==> src/rtl/core/rgbcrt_pkg.sv <==
// Shared widths, register indexes, format codes and constants for the
// RGB565 crop/resize tensorizer. No dependencies.
`timescale 1ns / 1ps

package rgbcrt_pkg;

  // Frame and output size limits
  localparam int MAX_FRAME_DIM = 2048;
  localparam int MAX_OUT_DIM   = 512;

  localparam int FRAME_DIM_W = 12;   // holds 1..MAX_FRAME_DIM
  localparam int OUT_DIM_W   = 10;   // holds 1..MAX_OUT_DIM
  localparam int SRC_POS_W   = 11;   // source column / row
  localparam int OFFSET_W    = 11;   // crop offset
  localparam int QUOT_W      = 12;   // floor(k*side/n), at most side
  localparam int DIVIDEND_W  = 22;   // k*side
  localparam int DIV_STEPS   = DIVIDEND_W;

  // Payload widths
  localparam int PIXEL_W = 16;
  localparam int CHAN_W  = 17;
  localparam int COORD_W = 9;

  // Configuration port
  localparam int CFG_IDX_W  = 3;
  localparam int CFG_DATA_W = 12;

  localparam logic [CFG_IDX_W-1:0] REG_FRAME_WIDTH  = 3'd0;
  localparam logic [CFG_IDX_W-1:0] REG_FRAME_HEIGHT = 3'd1;
  localparam logic [CFG_IDX_W-1:0] REG_OUT_WIDTH    = 3'd2;
  localparam logic [CFG_IDX_W-1:0] REG_OUT_HEIGHT   = 3'd3;
  localparam logic [CFG_IDX_W-1:0] REG_OUT_FORMAT   = 3'd4;

  localparam logic [1:0] FMT_UNSIGNED = 2'd0;
  localparam logic [1:0] FMT_OFFSET   = 2'd1;
  localparam logic [1:0] FMT_Q15      = 2'd2;

  // Reset values of the registers
  localparam logic [FRAME_DIM_W-1:0] RST_FRAME_WIDTH  = 12'd320;
  localparam logic [FRAME_DIM_W-1:0] RST_FRAME_HEIGHT = 12'd240;
  localparam logic [OUT_DIM_W-1:0]   RST_OUT_WIDTH    = 10'd96;
  localparam logic [OUT_DIM_W-1:0]   RST_OUT_HEIGHT   = 10'd96;

  // Reciprocals for division by constants:
  //   floor(y/31) = (y*265) >> 13 for y <= 217
  //   floor(x/21) = (x*49)  >> 10 for x <= 63
  //   floor(w/255) = (w*32897) >> 23 for w < 32768
  localparam int EXP5_RECIP = 265;
  localparam int EXP6_RECIP = 49;
  localparam int Q15_RECIP  = 32897;

  typedef struct packed {
    logic signed [CHAN_W-1:0] red;
    logic signed [CHAN_W-1:0] green;
    logic signed [CHAN_W-1:0] blue;
    logic [COORD_W-1:0]       out_x;
    logic [COORD_W-1:0]       out_y;
    logic                     last_of_frame;
  } res_t;

endpackage

==> src/rtl/core/rgbcrt_ifs.sv <==
// Stream channel interfaces: source pixels in, tensor results out.
// Depends on rgbcrt_pkg.
`timescale 1ns / 1ps

interface rgbcrt_pix_if;
  logic                               valid;
  logic                               ready;
  logic [rgbcrt_pkg::PIXEL_W-1:0]     pixel;
  logic                               first_of_frame;

  modport source (output valid, pixel, first_of_frame, input ready);
  modport sink   (input valid, pixel, first_of_frame, output ready);
endinterface

interface rgbcrt_res_if;
  logic                                valid;
  logic                                ready;
  logic signed [rgbcrt_pkg::CHAN_W-1:0] red;
  logic signed [rgbcrt_pkg::CHAN_W-1:0] green;
  logic signed [rgbcrt_pkg::CHAN_W-1:0] blue;
  logic [rgbcrt_pkg::COORD_W-1:0]      out_x;
  logic [rgbcrt_pkg::COORD_W-1:0]      out_y;
  logic                                last_of_frame;

  modport source (output valid, red, green, blue, out_x, out_y, last_of_frame, input ready);
  modport sink   (input valid, red, green, blue, out_x, out_y, last_of_frame, output ready);
endinterface

==> src/rtl/core/rgbcrt_div.sv <==
// Restoring divider, one quotient bit per step: k*side by output size.
// Depends on rgbcrt_pkg.
`timescale 1ns / 1ps

module rgbcrt_div (
  input  logic                                 clk,
  input  logic                                 load,
  input  logic                                 step,
  input  logic [rgbcrt_pkg::DIVIDEND_W-1:0]    dividend,
  input  logic [rgbcrt_pkg::OUT_DIM_W-1:0]     divisor,
  output logic [rgbcrt_pkg::QUOT_W-1:0]        quotient,
  output logic [rgbcrt_pkg::OUT_DIM_W-1:0]     remainder
);

  logic [rgbcrt_pkg::DIVIDEND_W-1:0] acc;
  logic [rgbcrt_pkg::OUT_DIM_W-1:0]  rem;
  logic [rgbcrt_pkg::OUT_DIM_W-1:0]  div_reg;
  logic [rgbcrt_pkg::OUT_DIM_W:0]    rem_sh;
  logic [rgbcrt_pkg::OUT_DIM_W:0]    rem_sub;
  logic                              fits;

  always_comb begin
    rem_sh  = {rem, acc[rgbcrt_pkg::DIVIDEND_W-1]};
    fits    = rem_sh >= {1'b0, div_reg};
    rem_sub = rem_sh - {1'b0, div_reg};
  end

  // quotient bits shift in at the bottom as the dividend shifts out the top
  always_ff @(posedge clk) begin
    if (load) begin
      acc     <= dividend;
      rem     <= '0;
      div_reg <= divisor;
    end else if (step) begin
      rem <= fits ? rem_sub[rgbcrt_pkg::OUT_DIM_W-1:0] : rem_sh[rgbcrt_pkg::OUT_DIM_W-1:0];
      acc <= {acc[rgbcrt_pkg::DIVIDEND_W-2:0], fits};
    end
  end

  assign quotient  = acc[rgbcrt_pkg::QUOT_W-1:0];
  assign remainder = rem;

endmodule

==> src/rtl/core/rgb565_crop_resize_tensorizer.sv <==
// Top level: centred square crop, nearest-neighbour downscale, RGB565 to
// 8-bit channels in one of three formats. Depends on rgbcrt_pkg,
// rgbcrt_ifs and rgbcrt_div.
`timescale 1ns / 1ps

//  channel   dir  handshake      payload
//  pixels    in   valid/ready    pixel[15:0], first_of_frame
//  results   out  valid/ready    red/green/blue[16:0] s, out_x, out_y, last_of_frame
//  cfg       in   cfg_write      cfg_index[2:0], cfg_data[11:0]
//
//  One pixel transfer per cycle while ready is high; a chosen pixel's result is written into the result queue.
//  A two-entry result queue lets pixels keep flowing while one result waits.
//  After reset and after every register write, the sampling steps are rebuilt
//  by four serial dividers: ready stays low through the geometry, load,
//  divide-step and fetch phases.
//  rst is synchronous and restores the register defaults and counters.

module rgb565_crop_resize_tensorizer (
  input  logic                                 clk,
  input  logic                                 rst,
  rgbcrt_pix_if.sink                           pixels,
  rgbcrt_res_if.source                         results,
  input  logic                                 cfg_write,
  input  logic [rgbcrt_pkg::CFG_IDX_W-1:0]     cfg_index,
  input  logic [rgbcrt_pkg::CFG_DATA_W-1:0]    cfg_data
);

  typedef enum logic [2:0] {ST_GEOM, ST_LOAD, ST_DIV, ST_FETCH, ST_RUN} phase_t;

  typedef struct packed {
    logic [rgbcrt_pkg::FRAME_DIM_W-1:0] fw;
    logic [rgbcrt_pkg::FRAME_DIM_W-1:0] fh;
    logic [rgbcrt_pkg::FRAME_DIM_W-1:0] side;
    logic [rgbcrt_pkg::OFFSET_W-1:0]    cx;
    logic [rgbcrt_pkg::OFFSET_W-1:0]    cy;
    logic [rgbcrt_pkg::OUT_DIM_W-1:0]   ow;
    logic [rgbcrt_pkg::OUT_DIM_W-1:0]   oh;
  } geom_t;

  // ------------------------------------------------------------------
  // Registers
  logic [rgbcrt_pkg::FRAME_DIM_W-1:0] frame_width, frame_height;
  logic [rgbcrt_pkg::OUT_DIM_W-1:0]   out_width, out_height;
  logic [1:0]                         out_format;

  always_ff @(posedge clk) begin
    if (rst) begin
      frame_width  <= rgbcrt_pkg::RST_FRAME_WIDTH;
      frame_height <= rgbcrt_pkg::RST_FRAME_HEIGHT;
      out_width    <= rgbcrt_pkg::RST_OUT_WIDTH;
      out_height   <= rgbcrt_pkg::RST_OUT_HEIGHT;
      out_format   <= rgbcrt_pkg::FMT_UNSIGNED;
    end else if (cfg_write) begin
      case (cfg_index)
        rgbcrt_pkg::REG_FRAME_WIDTH:  frame_width  <= cfg_data;
        rgbcrt_pkg::REG_FRAME_HEIGHT: frame_height <= cfg_data;
        rgbcrt_pkg::REG_OUT_WIDTH:    out_width    <= cfg_data[rgbcrt_pkg::OUT_DIM_W-1:0];
        rgbcrt_pkg::REG_OUT_HEIGHT:   out_height   <= cfg_data[rgbcrt_pkg::OUT_DIM_W-1:0];
        rgbcrt_pkg::REG_OUT_FORMAT:   out_format   <= cfg_data[1:0];
        default: ;
      endcase
    end
  end

  // ------------------------------------------------------------------
  // Geometry from the registers, latched before the dividers run
  geom_t geom, geom_next;

  always_comb begin
    geom_next = '0;
    if (frame_width == '0)
      geom_next.fw = 12'd1;
    else if (frame_width > 12'(rgbcrt_pkg::MAX_FRAME_DIM))
      geom_next.fw = 12'(rgbcrt_pkg::MAX_FRAME_DIM);
    else
      geom_next.fw = frame_width;
    if (frame_height == '0)
      geom_next.fh = 12'd1;
    else if (frame_height > 12'(rgbcrt_pkg::MAX_FRAME_DIM))
      geom_next.fh = 12'(rgbcrt_pkg::MAX_FRAME_DIM);
    else
      geom_next.fh = frame_height;
    geom_next.side = (geom_next.fw < geom_next.fh) ? geom_next.fw : geom_next.fh;
    geom_next.cx   = 11'((geom_next.fw - geom_next.side) >> 1);
    geom_next.cy   = 11'((geom_next.fh - geom_next.side) >> 1);
    if (out_width == '0)
      geom_next.ow = 10'd1;
    else if (out_width > 10'(rgbcrt_pkg::MAX_OUT_DIM))
      geom_next.ow = 10'(rgbcrt_pkg::MAX_OUT_DIM);
    else
      geom_next.ow = out_width;
    if (out_height == '0)
      geom_next.oh = 10'd1;
    else if (out_height > 10'(rgbcrt_pkg::MAX_OUT_DIM))
      geom_next.oh = 10'(rgbcrt_pkg::MAX_OUT_DIM);
    else
      geom_next.oh = out_height;
    // no upscaling: output never larger than the crop side
    if ({2'b00, geom_next.ow} > geom_next.side)
      geom_next.ow = geom_next.side[rgbcrt_pkg::OUT_DIM_W-1:0];
    if ({2'b00, geom_next.oh} > geom_next.side)
      geom_next.oh = geom_next.side[rgbcrt_pkg::OUT_DIM_W-1:0];
  end

  // ------------------------------------------------------------------
  // Sampling state
  logic [rgbcrt_pkg::SRC_POS_W-1:0]   src_col, src_row;
  logic [rgbcrt_pkg::OUT_DIM_W-1:0]   next_col, next_row;
  logic [rgbcrt_pkg::FRAME_DIM_W-1:0] want_col, want_row;
  logic [rgbcrt_pkg::QUOT_W-1:0]      col_quot, row_quot;       // floor(next*side/n)
  logic [rgbcrt_pkg::OUT_DIM_W-1:0]   col_remainder, row_remainder;

  // ------------------------------------------------------------------
  // Step dividers: side/n and next*side/n for columns and rows
  phase_t    phase;
  logic [4:0] div_cnt;
  logic      div_load, div_step;

  logic [rgbcrt_pkg::QUOT_W-1:0]    col_pos_q, col_step_q, row_pos_q, row_step_q;
  logic [rgbcrt_pkg::OUT_DIM_W-1:0] col_pos_r, col_step_r, row_pos_r, row_step_r;

  assign div_load = (phase == ST_LOAD);
  assign div_step = (phase == ST_DIV);

  rgbcrt_div u_col_pos (
    .clk       (clk),
    .load      (div_load),
    .step      (div_step),
    .dividend  (22'(next_col) * 22'(geom.side)),
    .divisor   (geom.ow),
    .quotient  (col_pos_q),
    .remainder (col_pos_r)
  );

  rgbcrt_div u_col_step (
    .clk       (clk),
    .load      (div_load),
    .step      (div_step),
    .dividend  (22'(geom.side)),
    .divisor   (geom.ow),
    .quotient  (col_step_q),
    .remainder (col_step_r)
  );

  rgbcrt_div u_row_pos (
    .clk       (clk),
    .load      (div_load),
    .step      (div_step),
    .dividend  (22'(next_row) * 22'(geom.side)),
    .divisor   (geom.oh),
    .quotient  (row_pos_q),
    .remainder (row_pos_r)
  );

  rgbcrt_div u_row_step (
    .clk       (clk),
    .load      (div_load),
    .step      (div_step),
    .dividend  (22'(geom.side)),
    .divisor   (geom.oh),
    .quotient  (row_step_q),
    .remainder (row_step_r)
  );

  always_ff @(posedge clk) begin
    if (rst) begin
      phase   <= ST_GEOM;
      div_cnt <= '0;
    end else if (cfg_write) begin
      phase <= ST_GEOM;
    end else begin
      case (phase)
        ST_GEOM:  phase <= ST_LOAD;
        ST_LOAD: begin
          phase   <= ST_DIV;
          div_cnt <= '0;
        end
        ST_DIV: begin
          div_cnt <= div_cnt + 5'd1;
          if (div_cnt == 5'(rgbcrt_pkg::DIV_STEPS - 1))
            phase <= ST_FETCH;
        end
        ST_FETCH: phase <= ST_RUN;
        ST_RUN:   phase <= ST_RUN;
        default:  phase <= ST_GEOM;
      endcase
    end
  end

  always_ff @(posedge clk) begin
    if (phase == ST_GEOM)
      geom <= geom_next;
  end

  // ------------------------------------------------------------------
  // Channel expansion and formatting
  function automatic logic [7:0] expand5(input logic [4:0] x);
    logic [7:0]  y;
    logic [16:0] p;
    begin
      y = {x, 3'b000} - {3'b000, x};
      p = 17'(y) * 17'(rgbcrt_pkg::EXP5_RECIP);
      expand5 = {x, 3'b000} + {5'b00000, p[15:13]};
    end
  endfunction

  function automatic logic [7:0] expand6(input logic [5:0] x);
    logic [11:0] p;
    begin
      p = 12'(x) * 12'(rgbcrt_pkg::EXP6_RECIP);
      expand6 = {x, 2'b00} + {6'b000000, p[11:10]};
    end
  endfunction

  // Q1.15: (c*32768 + 127)/255 = 128*c + floor((128*c + 127)/255)
  function automatic logic signed [16:0] fmt_chan(input logic [7:0] c8, input logic [1:0] fmt);
    logic [14:0] w;
    logic [30:0] p;
    logic [15:0] q15;
    begin
      w   = {c8, 7'h7f};
      p   = 31'(w) * 31'(rgbcrt_pkg::Q15_RECIP);
      q15 = {1'b0, c8, 7'b0000000} + {8'b00000000, p[30:23]};
      case (fmt)
        rgbcrt_pkg::FMT_OFFSET: fmt_chan = $signed({9'b0, c8}) - 17'sd128;
        rgbcrt_pkg::FMT_Q15:    fmt_chan = $signed({1'b0, q15});
        default:                fmt_chan = $signed({9'b0, c8});
      endcase
    end
  endfunction

  // ------------------------------------------------------------------
  // Per-pixel step
  logic accept, start, row_hit, col_hit, col_end;
  logic [rgbcrt_pkg::SRC_POS_W-1:0]   sc, sr;
  logic [rgbcrt_pkg::OUT_DIM_W-1:0]   nc, nr, nc_inc, nr_inc;
  logic [rgbcrt_pkg::FRAME_DIM_W-1:0] wc, wr;
  logic [rgbcrt_pkg::QUOT_W-1:0]      cq, rq, cq_inc, rq_inc;
  logic [rgbcrt_pkg::OUT_DIM_W-1:0]   cr, rr, cr_inc, rr_inc;
  logic [rgbcrt_pkg::OUT_DIM_W:0]     csum, rsum;
  logic                               ccarry, rcarry;

  logic [rgbcrt_pkg::SRC_POS_W-1:0]   src_col_next, src_row_next;
  logic [rgbcrt_pkg::OUT_DIM_W-1:0]   next_col_next, next_row_next;
  logic [rgbcrt_pkg::FRAME_DIM_W-1:0] want_col_next, want_row_next;
  logic [rgbcrt_pkg::QUOT_W-1:0]      col_quot_next, row_quot_next;
  logic [rgbcrt_pkg::OUT_DIM_W-1:0]   col_remainder_next, row_remainder_next;
  rgbcrt_pkg::res_t                   res_new;

  assign accept = pixels.valid && pixels.ready;

  always_comb begin
    start = pixels.first_of_frame || (src_col == '0 && src_row == '0);
    if (start) begin
      sc = '0;
      sr = '0;
      nc = '0;
      nr = '0;
      wc = {1'b0, geom.cx};
      wr = {1'b0, geom.cy};
      cq = '0;
      rq = '0;
      cr = '0;
      rr = '0;
    end else begin
      sc = src_col;
      sr = src_row;
      nc = next_col;
      nr = next_row;
      wc = want_col;
      wr = want_row;
      cq = col_quot;
      rq = row_quot;
      cr = col_remainder;
      rr = row_remainder;
    end

    row_hit = (nr < geom.oh) && ({1'b0, sr} == wr);
    col_hit = row_hit && (nc < geom.ow) && ({1'b0, sc} == wc);

    // incremental floor((k+1)*side/n) from floor(k*side/n)
    nc_inc = nc + 10'd1;
    csum   = {1'b0, cr} + {1'b0, col_step_r};
    ccarry = csum >= {1'b0, geom.ow};
    cr_inc = ccarry ? 10'(csum - {1'b0, geom.ow}) : csum[rgbcrt_pkg::OUT_DIM_W-1:0];
    cq_inc = cq + col_step_q + {11'b0, ccarry};

    nr_inc = nr + 10'd1;
    rsum   = {1'b0, rr} + {1'b0, row_step_r};
    rcarry = rsum >= {1'b0, geom.oh};
    rr_inc = rcarry ? 10'(rsum - {1'b0, geom.oh}) : rsum[rgbcrt_pkg::OUT_DIM_W-1:0];
    rq_inc = rq + row_step_q + {11'b0, rcarry};

    src_col_next       = sc;
    src_row_next       = sr;
    next_col_next      = nc;
    next_row_next      = nr;
    want_col_next      = wc;
    want_row_next      = wr;
    col_quot_next      = cq;
    row_quot_next      = rq;
    col_remainder_next = cr;
    row_remainder_next = rr;

    if (col_hit) begin
      next_col_next      = nc_inc;
      col_quot_next      = cq_inc;
      col_remainder_next = cr_inc;
      if (nc_inc < geom.ow)
        want_col_next = 12'({1'b0, geom.cx} + cq_inc);
    end

    col_end = ({1'b0, sc} + 12'd1) >= geom.fw;
    if (col_end) begin
      src_col_next = '0;
      if (row_hit) begin
        next_row_next      = nr_inc;
        next_col_next      = '0;
        want_col_next      = {1'b0, geom.cx};
        col_quot_next      = '0;
        col_remainder_next = '0;
        row_quot_next      = rq_inc;
        row_remainder_next = rr_inc;
        if (nr_inc < geom.oh)
          want_row_next = 12'({1'b0, geom.cy} + rq_inc);
      end
      if (({1'b0, sr} + 12'd1) >= geom.fh)
        src_row_next = '0;
      else
        src_row_next = sr + 11'd1;
    end else begin
      src_col_next = sc + 11'd1;
    end

    res_new.red   = fmt_chan(expand5(pixels.pixel[15:11]), out_format);
    res_new.green = fmt_chan(expand6(pixels.pixel[10:5]), out_format);
    res_new.blue  = fmt_chan(expand5(pixels.pixel[4:0]), out_format);
    res_new.out_x = nc[rgbcrt_pkg::COORD_W-1:0];
    res_new.out_y = nr[rgbcrt_pkg::COORD_W-1:0];
    res_new.last_of_frame = (nc_inc == geom.ow) && (nr_inc == geom.oh);
  end

  always_ff @(posedge clk) begin
    if (rst) begin
      src_col       <= '0;
      src_row       <= '0;
      next_col      <= '0;
      next_row      <= '0;
      want_col      <= '0;
      want_row      <= '0;
      col_quot      <= '0;
      row_quot      <= '0;
      col_remainder <= '0;
      row_remainder <= '0;
    end else if (phase == ST_FETCH) begin
      // re-base the running quotients on the new geometry
      col_quot      <= col_pos_q;
      col_remainder <= col_pos_r;
      row_quot      <= row_pos_q;
      row_remainder <= row_pos_r;
    end else if (accept) begin
      src_col       <= src_col_next;
      src_row       <= src_row_next;
      next_col      <= next_col_next;
      next_row      <= next_row_next;
      want_col      <= want_col_next;
      want_row      <= want_row_next;
      col_quot      <= col_quot_next;
      row_quot      <= row_quot_next;
      col_remainder <= col_remainder_next;
      row_remainder <= row_remainder_next;
    end
  end

  // ------------------------------------------------------------------
  // Two-entry result queue
  rgbcrt_pkg::res_t res_q [2];
  logic             wr_ptr, rd_ptr;
  logic [1:0]       res_cnt;
  logic             push, pop;

  assign push = accept && col_hit;
  assign pop  = results.valid && results.ready;

  always_ff @(posedge clk) begin
    if (rst) begin
      wr_ptr  <= 1'b0;
      rd_ptr  <= 1'b0;
      res_cnt <= '0;
    end else begin
      if (push)
        wr_ptr <= ~wr_ptr;
      if (pop)
        rd_ptr <= ~rd_ptr;
      case ({push, pop})
        2'b10:   res_cnt <= res_cnt + 2'd1;
        2'b01:   res_cnt <= res_cnt - 2'd1;
        default: res_cnt <= res_cnt;
      endcase
    end
  end

  always_ff @(posedge clk) begin
    if (push)
      res_q[wr_ptr] <= res_new;
  end

  assign pixels.ready          = (phase == ST_RUN) && (res_cnt != 2'd2);
  assign results.valid         = (res_cnt != 2'd0);
  assign results.red           = res_q[rd_ptr].red;
  assign results.green         = res_q[rd_ptr].green;
  assign results.blue          = res_q[rd_ptr].blue;
  assign results.out_x         = res_q[rd_ptr].out_x;
  assign results.out_y         = res_q[rd_ptr].out_y;
  assign results.last_of_frame = res_q[rd_ptr].last_of_frame;

endmodule

==> src/flat_wrapper.sv <==
// flat-port wrapper written by rule: the top's interface ports become plain ports
module rgb565_crop_resize_tensorizer_flat 
  (clk, rst, cfg_write, cfg_index, cfg_data, pixels_valid, pixels_pixel, pixels_first_of_frame, pixels_ready, results_valid, results_red, results_green, results_blue, results_out_x, results_out_y, results_last_of_frame, results_ready);
  rgbcrt_pix_if pixels_i ();
  rgbcrt_res_if results_i ();
  input  logic clk;
  input  logic rst;
  input  logic cfg_write;
  input  logic [rgbcrt_pkg::CFG_IDX_W-1:0] cfg_index;
  input  logic [rgbcrt_pkg::CFG_DATA_W-1:0] cfg_data;
  input wire logic [$bits(pixels_i.valid)-1:0] pixels_valid;
  input wire logic [$bits(pixels_i.pixel)-1:0] pixels_pixel;
  input wire logic [$bits(pixels_i.first_of_frame)-1:0] pixels_first_of_frame;
  output wire logic [$bits(pixels_i.ready)-1:0] pixels_ready;
  output wire logic [$bits(results_i.valid)-1:0] results_valid;
  output wire logic [$bits(results_i.red)-1:0] results_red;
  output wire logic [$bits(results_i.green)-1:0] results_green;
  output wire logic [$bits(results_i.blue)-1:0] results_blue;
  output wire logic [$bits(results_i.out_x)-1:0] results_out_x;
  output wire logic [$bits(results_i.out_y)-1:0] results_out_y;
  output wire logic [$bits(results_i.last_of_frame)-1:0] results_last_of_frame;
  input wire logic [$bits(results_i.ready)-1:0] results_ready;
  assign pixels_i.valid = pixels_valid;
  assign pixels_i.pixel = pixels_pixel;
  assign pixels_i.first_of_frame = pixels_first_of_frame;
  assign pixels_ready = pixels_i.ready;
  assign results_valid = results_i.valid;
  assign results_red = results_i.red;
  assign results_green = results_i.green;
  assign results_blue = results_i.blue;
  assign results_out_x = results_i.out_x;
  assign results_out_y = results_i.out_y;
  assign results_last_of_frame = results_i.last_of_frame;
  assign results_i.ready = results_ready;
  rgb565_crop_resize_tensorizer u_core (.clk(clk), .rst(rst), .pixels(pixels_i), .results(results_i), .cfg_write(cfg_write), .cfg_index(cfg_index), .cfg_data(cfg_data));
endmodule
==> config.mk <==
export PLATFORM = sky130hd
export DESIGN_NAME = rgb565_crop_resize_tensorizer_flat
export DESIGN_NICKNAME = d
export VERILOG_FILES = /design/src/rtl/core/rgbcrt_pkg.sv /design/src/rtl/core/rgbcrt_ifs.sv /design/src/rtl/core/rgbcrt_div.sv /design/src/rtl/core/rgb565_crop_resize_tensorizer.sv /design/src/flat_wrapper.sv
export SDC_FILE = /design/constraint.sdc
export NUM_CORES = 2
export LEC_CHECK = 0
export BUFFER_PORTS_ARGS = -buffer_cell sky130_fd_sc_hd__buf_4
export CAP_MARGIN = 20
export CORE_ASPECT_RATIO = 1.2
export CORE_MARGIN = 5
export CORE_UTILIZATION = 50
export CTS_BUF_LIST = sky130_fd_sc_hd__clkbuf_2
export CTS_CLUSTER_SIZE = 20
export DETAILED_ROUTE_END_ITERATION = 8
export GPL_ROUTABILITY_DRIVEN = 0
export GPL_TIMING_DRIVEN = 0
export PLACE_DENSITY_LB_ADDON = 0.08
export SKIP_LAST_GASP = 1
export SYNTH_ARGS = -nofsm -noshare
export SYNTH_HDL_FRONTEND = slang
export SYNTH_SLANG_ARGS = --single-unit
==> constraint.sdc <==
create_clock -name clk -period 12.4 [get_ports clk]
set_clock_uncertainty 0.2 [all_clocks]
set_input_delay 1.24 -clock clk [delete_from_list [all_inputs] [get_ports clk]]
set_output_delay 1.24 -clock clk [all_outputs]
set_load 0.01 [all_outputs]
# Word-level counts from Yosys, hierarchy flattened
# Memory sizes are Yosys's and may differ from the RTL's. A register that Yosys moved wholly into a read port is not among the register bits.
# Index checks and enable logic that the tools add are counted.
[word_totals]
register_bits = 394
latchBits = 0
mem_bits_rw = 140
romBits = 0
inputBits = 37
out_inout_bits = 72
wordCells = 236
n_memories = 1
[memory_table]
columns = ["name", "words", "width", "read_ports", "rd_clocked_by_memory_dff", "wr", "line", "source"]
rows = [
  ["u_core.res_q", 2, 70, 1, 1, 1, "rgb565_crop_resize_tensorizer.sv:377", "rgbcrt_pkg::res_t res_q [2];"],
]
[op_classes]
n_addsub = 36
mul = 8
div_mod_pow = 0
order_cmp = 19
eq_ne = 19
shift = 0
muxes = 79
n_bitwise = 4
n_reduce_logical = 31
[ops]
columns = ["op", "count"]
rows = [
  ["12-bit 2-to-1 mux", 29],
  ["10-bit 2-to-1 mux", 30],
  ["17-bit one-hot mux with 2 select lines", 3],
  ["15-bit by 16-bit multiplier with 31-bit output (second input constant)", 3],
  ["22-bit 2-to-1 mux", 4],
  ["11-bit by 10-bit >= comparator with 1-bit output", 6],
  ["10-bit subtractor", 6],
  ["11-bit 2-to-1 mux", 5],
  ["15-bit by 8-bit adder with 16-bit output", 3],
  ["10-bit by 12-bit multiplier with 22-bit output", 2],
  ["10-bit less-than comparator", 4],
  ["8-bit by 9-bit multiplier with 16-bit output (second input constant)", 2],
  ["8-bit by 8-bit subtractor with 9-bit output (second input constant)", 3],
  ["11-bit by 1-bit adder with 12-bit output (second input constant)", 2],
  ["11-bit by 12-bit adder with 12-bit output", 2],
  ["12-bit by 1-bit adder with 12-bit output", 2],
  ["12-bit adder", 2],
  ["11-bit by 12-bit equality test with 1-bit output", 2],
  ["12-bit >= comparator", 2],
  ["10-bit by 12-bit greater-than comparator with 1-bit output", 2],
  ["12-bit greater-than comparator (second input constant)", 2],
  ["12-bit zero test", 2],
  ["12-bit subtractor", 2],
  ["10-bit by 10-bit adder with 11-bit output", 2],
  ["33 further kinds", 74],
]

# Depth between registers and ports, before layout
[logic_depth]
ltp_word = 13
depth_mapped = 45
mapped_depth_nobuf = 40

# Modules after synthesis
# Synthesis repeated with hierarchy kept, for this count alone.
[hier_totals]
hier_cells = 4733
area_unflattened_um2 = 45442.3
[by_module_without_submodules]
columns = ["module", "instances", "cells_each", "area_per_inst_um2", "seq_area_each_um2"]
rows = [
  ["rgb565_crop_resize_tensorizer", 1, 4001, 36448.7, 9929.5],
  ["rgbcrt_div", 4, 183, 2248.4, 1161.1],
]

# Worst setup path before layout
# Ideal clock, no wire load.
[synth_timing]
kind = "input to register"
start = "input port pixels_first_of_frame"
end = "register u_core.want_row[9] (netlist bit)"
setup_time_ns = 0.086
arrival_time_ns = 8.818
required_ns = 12.114
setup_slack_ns = 3.296
cell_stages = 38
n_path_buf = 7
cell_sequence = "clkbuf_1 > a21oi_1 > buf_2 > clkbuf_1 > clkbuf_1 > clkbuf_1 > clkbuf_1 > and2_1 > ha_1 > inv_1 > fa_1 > nor2b_1 > o21ai_0 > a21boi_0 > o21ai_0 > nor2b_1 > xnor2_1 > ha_1 > (+2 left out) > a211oi_1 > o21ai_0 > o311a_1 > clkbuf_1 > fa_1 > fa_1 > inv_1 > ha_1 > a21o_1 > a21oi_1 > nor2b_1 > o21a_1 > o22a_1 > and4_1 > a2111oi_0 > xor2_1 > mux2_2 > a211oi_1"
[synth_via]
elab_chain_cells = 9
elab_cells_between_ends = 22
cone_classes = "add/sub: 6; order compare: 4; eq/ne: 1; mux: 9; reduce/logical: 2"
[synth_lines]
columns = ["item", "line", "source"]
rows = [
  ["start, declared", "flat_wrapper.sv:13", "input wire logic [$bits(pixels_i.first_of_frame)-1:0] pixels_first_of_frame;"],
  ["1-bit logical OR (*)", "rgb565_crop_resize_tensorizer.sv:253", "start = pixels.first_of_frame || (src_col == '0 && src_row == '0);"],
  ["10-bit 2-to-1 mux", "rgb565_crop_resize_tensorizer.sv:254", "if (start) begin"],
  ["10-bit by 10-bit adder with 11-bit output", "rgb565_crop_resize_tensorizer.sv:289", "rsum = {1'b0, rr} + {1'b0, row_step_r};"],
  ["11-bit by 10-bit >= comparator with 1-bit output", "rgb565_crop_resize_tensorizer.sv:290", "rcarry = rsum >= {1'b0, geom.oh};"],
  ["12-bit by 1-bit adder with 12-bit output", "rgb565_crop_resize_tensorizer.sv:292", "rq_inc = rq + row_step_q + {11'b0, rcarry};"],
  ["11-bit by 12-bit adder with 12-bit output", "rgb565_crop_resize_tensorizer.sv:325", "want_row_next = 12'({1'b0, geom.cy} + rq_inc);"],
  ["12-bit 2-to-1 mux", "rgb565_crop_resize_tensorizer.sv:324", "if (nr_inc < geom.oh)"],
  ["12-bit 2-to-1 mux", "rgb565_crop_resize_tensorizer.sv:316", "if (row_hit) begin"],
  ["12-bit 2-to-1 mux (*)", "rgb565_crop_resize_tensorizer.sv:314", "if (col_end) begin"],
  ["end signal, assigned", "rgb565_crop_resize_tensorizer.sv:367", "want_row <= want_row_next;"],
  ["end, declared", "rgb565_crop_resize_tensorizer.sv:109", "logic [rgbcrt_pkg::FRAME_DIM_W-1:0] want_col, want_row;"],
]
# Every way passes the cells marked *; elsewhere a longest branch is shown, timed or not.
# A chain may end at the register's enable or synchronous reset.

# Worst setup path in the final report
[layout_timing]
start = "register u_core.src_col[1] (netlist bit)"
end = "register u_core.want_row[11] (netlist bit)"
[layout_via]
elab_chain_cells = 11
elab_cells_between_ends = 24
cone_classes = "add/sub: 6; order compare: 4; eq/ne: 1; mux: 9; reduce/logical: 4"
[layout_lines]
columns = ["item", "line", "source"]
rows = [
  ["start, declared", "rgb565_crop_resize_tensorizer.sv:107", "logic [rgbcrt_pkg::SRC_POS_W-1:0] src_col, src_row;"],
  ["start signal, assigned", "rgb565_crop_resize_tensorizer.sv:362", "src_col <= src_col_next;"],
  ["11-bit zero test", "rgb565_crop_resize_tensorizer.sv:253", ""],
  ["1-bit logical AND", "rgb565_crop_resize_tensorizer.sv:253", ""],
  ["1-bit logical OR", "rgb565_crop_resize_tensorizer.sv:253", ""],
  ["10-bit 2-to-1 mux", "rgb565_crop_resize_tensorizer.sv:254", ""],
  ["10-bit by 10-bit adder with 11-bit output", "rgb565_crop_resize_tensorizer.sv:289", ""],
  ["11-bit by 10-bit >= comparator with 1-bit output", "rgb565_crop_resize_tensorizer.sv:290", ""],
  ["12-bit by 1-bit adder with 12-bit output", "rgb565_crop_resize_tensorizer.sv:292", ""],
  ["11-bit by 12-bit adder with 12-bit output", "rgb565_crop_resize_tensorizer.sv:325", ""],
  ["12-bit 2-to-1 mux", "rgb565_crop_resize_tensorizer.sv:324", ""],
  ["12-bit 2-to-1 mux", "rgb565_crop_resize_tensorizer.sv:316", ""],
  ["12-bit 2-to-1 mux (*)", "rgb565_crop_resize_tensorizer.sv:314", ""],
]
# Marks and branches as above.

==> impl_results.md <==
- CTS clk-pin slew, worst paths: between 100 and 150 ps
- Die X: between 200 and 300 microns
- Leakage: roughly 22 nW
- Multiplexer share of the synthesized area: 0.0419
- Worst slew pin tran: roughly 1200 ps
- Fin worst setup slack: between 900 and 1000 ps
- Synth Flop Type: edfxtp_1
- Pre-CTS WS: -262 ps
- Number of nets in the layout: roughly 5,700
- Largest registers: u_core.res_q: 140 flops, u_core.geom: 78 flops
- Final Hold Fails: 0
- Initial antenna violation count: 3
- Pin count of the biggest net entering global routing: 69
- Startpoint types: register
- Area grow syn2layout: 9.36%
- M1 wire length: roughly 54,000 microns
- Max FFs per register: between 100 and 150
- Yosys warnings: 0
- TritonCTS clock tree: yes
- Crit-path max cell delay: slightly below 700 ps
- CP Data Required Time: approximately 13,000 ps
- Post-CTS setup-driven buffer insertion count: 0
- Die height: between 300 and 400 microns
- Cells after Synth: between 4,000 and 5,000
- H-tree depth: 4
- Global route overflow: 0
- Syn_nets: about 5,400
- Post-DRT Antenna Nets: 0
- Clock tree buffer depth: 3
- Max Cap Viol: 0
- DRC: 0
- RSZ-0062 raised after global routing: false
- Largest family of logic cells by synthesized area: adder cells
- Initial core utilization: 0.505
- Row cnt: ~120
- Share of cells above drive strength 1: 0.108
- Num Clock Sinks: around 540
- Synth Area in Compound Gates: 0.134
- R2R depth: 39
- Register Area: ~0.014 sq mm
- Slowest-stage cell, CP: clkbuf_1
- WS Path Type: reg2reg
- Hold crit path type: in2reg
- Yosys reg bits: 535
- Via count: 35,000
- Aggregate global-route resource usage: 0.286
- DIE AREA: around 0.09 sq mm
- Seq/Total Area, Yosys: 0.321
- Power Dens Cells: about 93 mW/mm^2
- Crit path arrival time: between 10,000 and 15,000 ps
- Root buf cell: clkbuf_2
- Crit path from: u_core.src_col[1]
- Crit share post-route: 0.926
- Yosys top cell area share: 0.214
- Ys async rst share: 0
- Max Used Layer: met5
- Worst-skew pair later-pin latency: around 1400 ps
- Period minus WS final: around 11,000 ps
- # setup viols final: 0
- Detailed-router iteration count before antenna repair: 6
- Synth top area cells: edfxtp_1, ha_1, dfxtp_1, fa_1, nand2_1
- Post-DP HPWL: 106,000 microns
- Area share of and/or/nand/nor cells after synthesis: 0.157
- CTS buffer count: about 150
- Final Slew Violations: 0
- FMAX: approximately 0.087 GHz
- DRT iter0 DRCs: approximately 2,400
- Mean post-synth cell area: approximately 9.3 sq um
- # IOs: approximately 110
- Worst slew margin: 0.191
- Routed wl met3: between 8000 and 9000 microns
- Post-synth EDFFs: 306
- Reg2reg end: u_core.want_row[11]
- Max VDD drop: 74.7 uV
- Setup crit end kind: register
- WL met2: 61,200 microns
- CP max FO: 19
- # port buffers: roughly 110
- Most used cell, CP: o21ai_0
- Adder-Cell Fraction of Synth Area: 0.241
- Outcome: finished, final reports clean
- Unique masters post-synth: 96
- R2r setup slk: roughly 910 ps
- Post-Route WL: about 130,000 microns
- First-pass GRT wire length: 204,000 microns
- FILL cells: between 7,000 and 8,000
- Crit path to: u_core.want_row[11]
- Vias in the first global route: between 30,000 and 40,000
- Area leader, netlist: edfxtp_1
- Mapped cell area: ~0.043 sq mm
- Largest Register: u_core.res_q
- DR WL/cell: approximately 22 microns
- Vias/cell: 5.70
- Placed cell area: roughly 0.045 sq mm
- Multi-input gate area: ~0.027 sq mm
- Core footprint: around 0.085 sq mm
- Design Area, Final: 0.0470 sq mm
- Synth Area in XOR/XNOR: 0.0513
- Worst R2R Start: u_core.src_col[1]
==> cells in the mapped netlist (31+ instances only) <==
| cell type | number |
|---|---|
| ha_1 | 549 |
| dfxtp_1 | 229 |
| nor2_1 | 238 |
| nand3_1 | 99 |
| o21a_1 | 34 |
| clkbuf_1 | 172 |
| mux2i_1 | 56 |
| fa_1 | 174 |
| nand2_1 | 587 |
| a211oi_1 | 31 |
| and3_1 | 32 |
| o21ai_0 | 216 |
| inv_1 | 405 |
| nor2b_1 | 82 |
| and2_1 | 167 |
| edfxtp_1 | 306 |
| xnor2_1 | 159 |
| a22o_1 | 32 |
| xor2_1 | 90 |
| mux2_2 | 110 |
| a21o_1 | 58 |
| a21oi_1 | 247 |
| nor3_1 | 68 |
| nand4_1 | 40 |
==> cell type report <==
cell class / instances / share of cell area
Tap cell: 1130 / 0.0301
Clock inverter: 49 / 0.00490
Clock buffer: 215 / 0.0229
Sequential cell: 535 / 0.293
Multi-Input combinational cell: 3454 / 0.571
Timing Repair Buffer: 145 / 0.0272
Antenna cell: 2 / 0.000107
Buffer: 202 / 0.0176
Inverter: 410 / 0.0328
==> stage by stage <==
stage               hold slack (ps)  TNS [ps]  instances  power (mW)   util
floorplan                       226         0       4602        2.78      -
global placement                234    -95780       5838        3.10  0.531
detailed placement              235      -399       5853        3.12  0.534
CTS                            11.8         0       6141        4.42  0.552
global route                    106         0       6141        4.64  0.552
finish                          169         0       6142        4.38  0.553
==> worst max-delay path: cells and delay by family (launching register included) <==
family / cells / cell delay [ps]
adder cells (fa/ha/maj): 6 / 2150
flip-flops: 1 / 540
XOR/XNOR: 3 / 830
AND/OR/NAND/NOR: 9 / 1380
AO/OA/AOI/OAI: 15 / 3240
buffers and inverters: 6 / 2930
==> cells in the final DEF, fill, tap and decap left out, types with 26 or more instances in the layout <==
cell type / synthesis / routed
nor2_1: 238 / 236
clkbuf_2: 0 / 216
clkinv_1: 5 / 33
nor3_1: 68 / 67
nand4_1: 40 / 40
nand2b_1: 26 / 26
inv_1: 405 / 404
mux2i_1: 56 / 56
o21ai_0: 216 / 216
clkbuf_1: 172 / 170
mux2_2: 110 / 110
a21oi_1: 247 / 247
edfxtp_1: 306 / 306
a211oi_1: 31 / 31
o21a_1: 34 / 34
fa_1: 174 / 174
xnor2_1: 159 / 159
a21o_1: 58 / 58
xor2_1: 90 / 90
and3_1: 32 / 32
ha_1: 549 / 549
nand2_1: 587 / 587
o22ai_1: 29 / 29
a31oi_1: 26 / 26
nand3_1: 99 / 99
a22o_1: 32 / 32
and2_1: 167 / 167
nor2b_1: 82 / 82
buf_4: 3 / 110
dfxtp_1: 229 / 229
==> logic make-up after synthesis <==
kind of cell / after synthesis
and+or+nand+nor: 1423
AOI/OAI and AO/OA: 892
adders and majority gates: 723
buffers and inverters: 613
DFF: 535
xor gates and xnor gates: 250
muxes: 166
==> power breakdown <==
group / switching [mW] / total, mW / internal [mW]
Sequential: 0.0854 / 2.05 / 1.97
Combinational: 0.633 / 1.04 / 0.408
Clock: 0.815 / 1.29 / 0.473
Total: 1.53 / 4.38 / 2.85
==> worst min-delay path by stage <==
stage | cells past startpoint | endpoint | from | slack, ps
2_1_floorplan | 2 | u_core.u_col_step.acc[21] | u_core.u_col_step.acc[20] | 230
3_3_place_gp | 0 | u_core.u_col_pos.div_reg[2] | u_core.geom[12] | 230
3_5_place_dp | 0 | u_core.u_row_pos.div_reg[3] | u_core.geom[3] | 230
4_1_cts | 3 | u_core.res_q[0][58] | pixels_pixel[14] | 10
5_1_grt | 3 | u_core.res_q[0][58] | pixels_pixel[14] | 110
6_report | 3 | u_core.res_q[1][58] | pixels_pixel[14] | 170
==> routing by layer <==
metal  vias up  GRT usage
met5         -          0
met2      1176      0.475
met4         2      0.174
met3       340     0.0534
li1      16759          -
met1     16723      0.348
==> timing repair <==
action                     CTS  global route
setup endpoints to repair    0             2
hold endpoints to repair    52             0
hold buffers                24             0
resized for setup            0             0
Power figures use the tool's default switching activity.
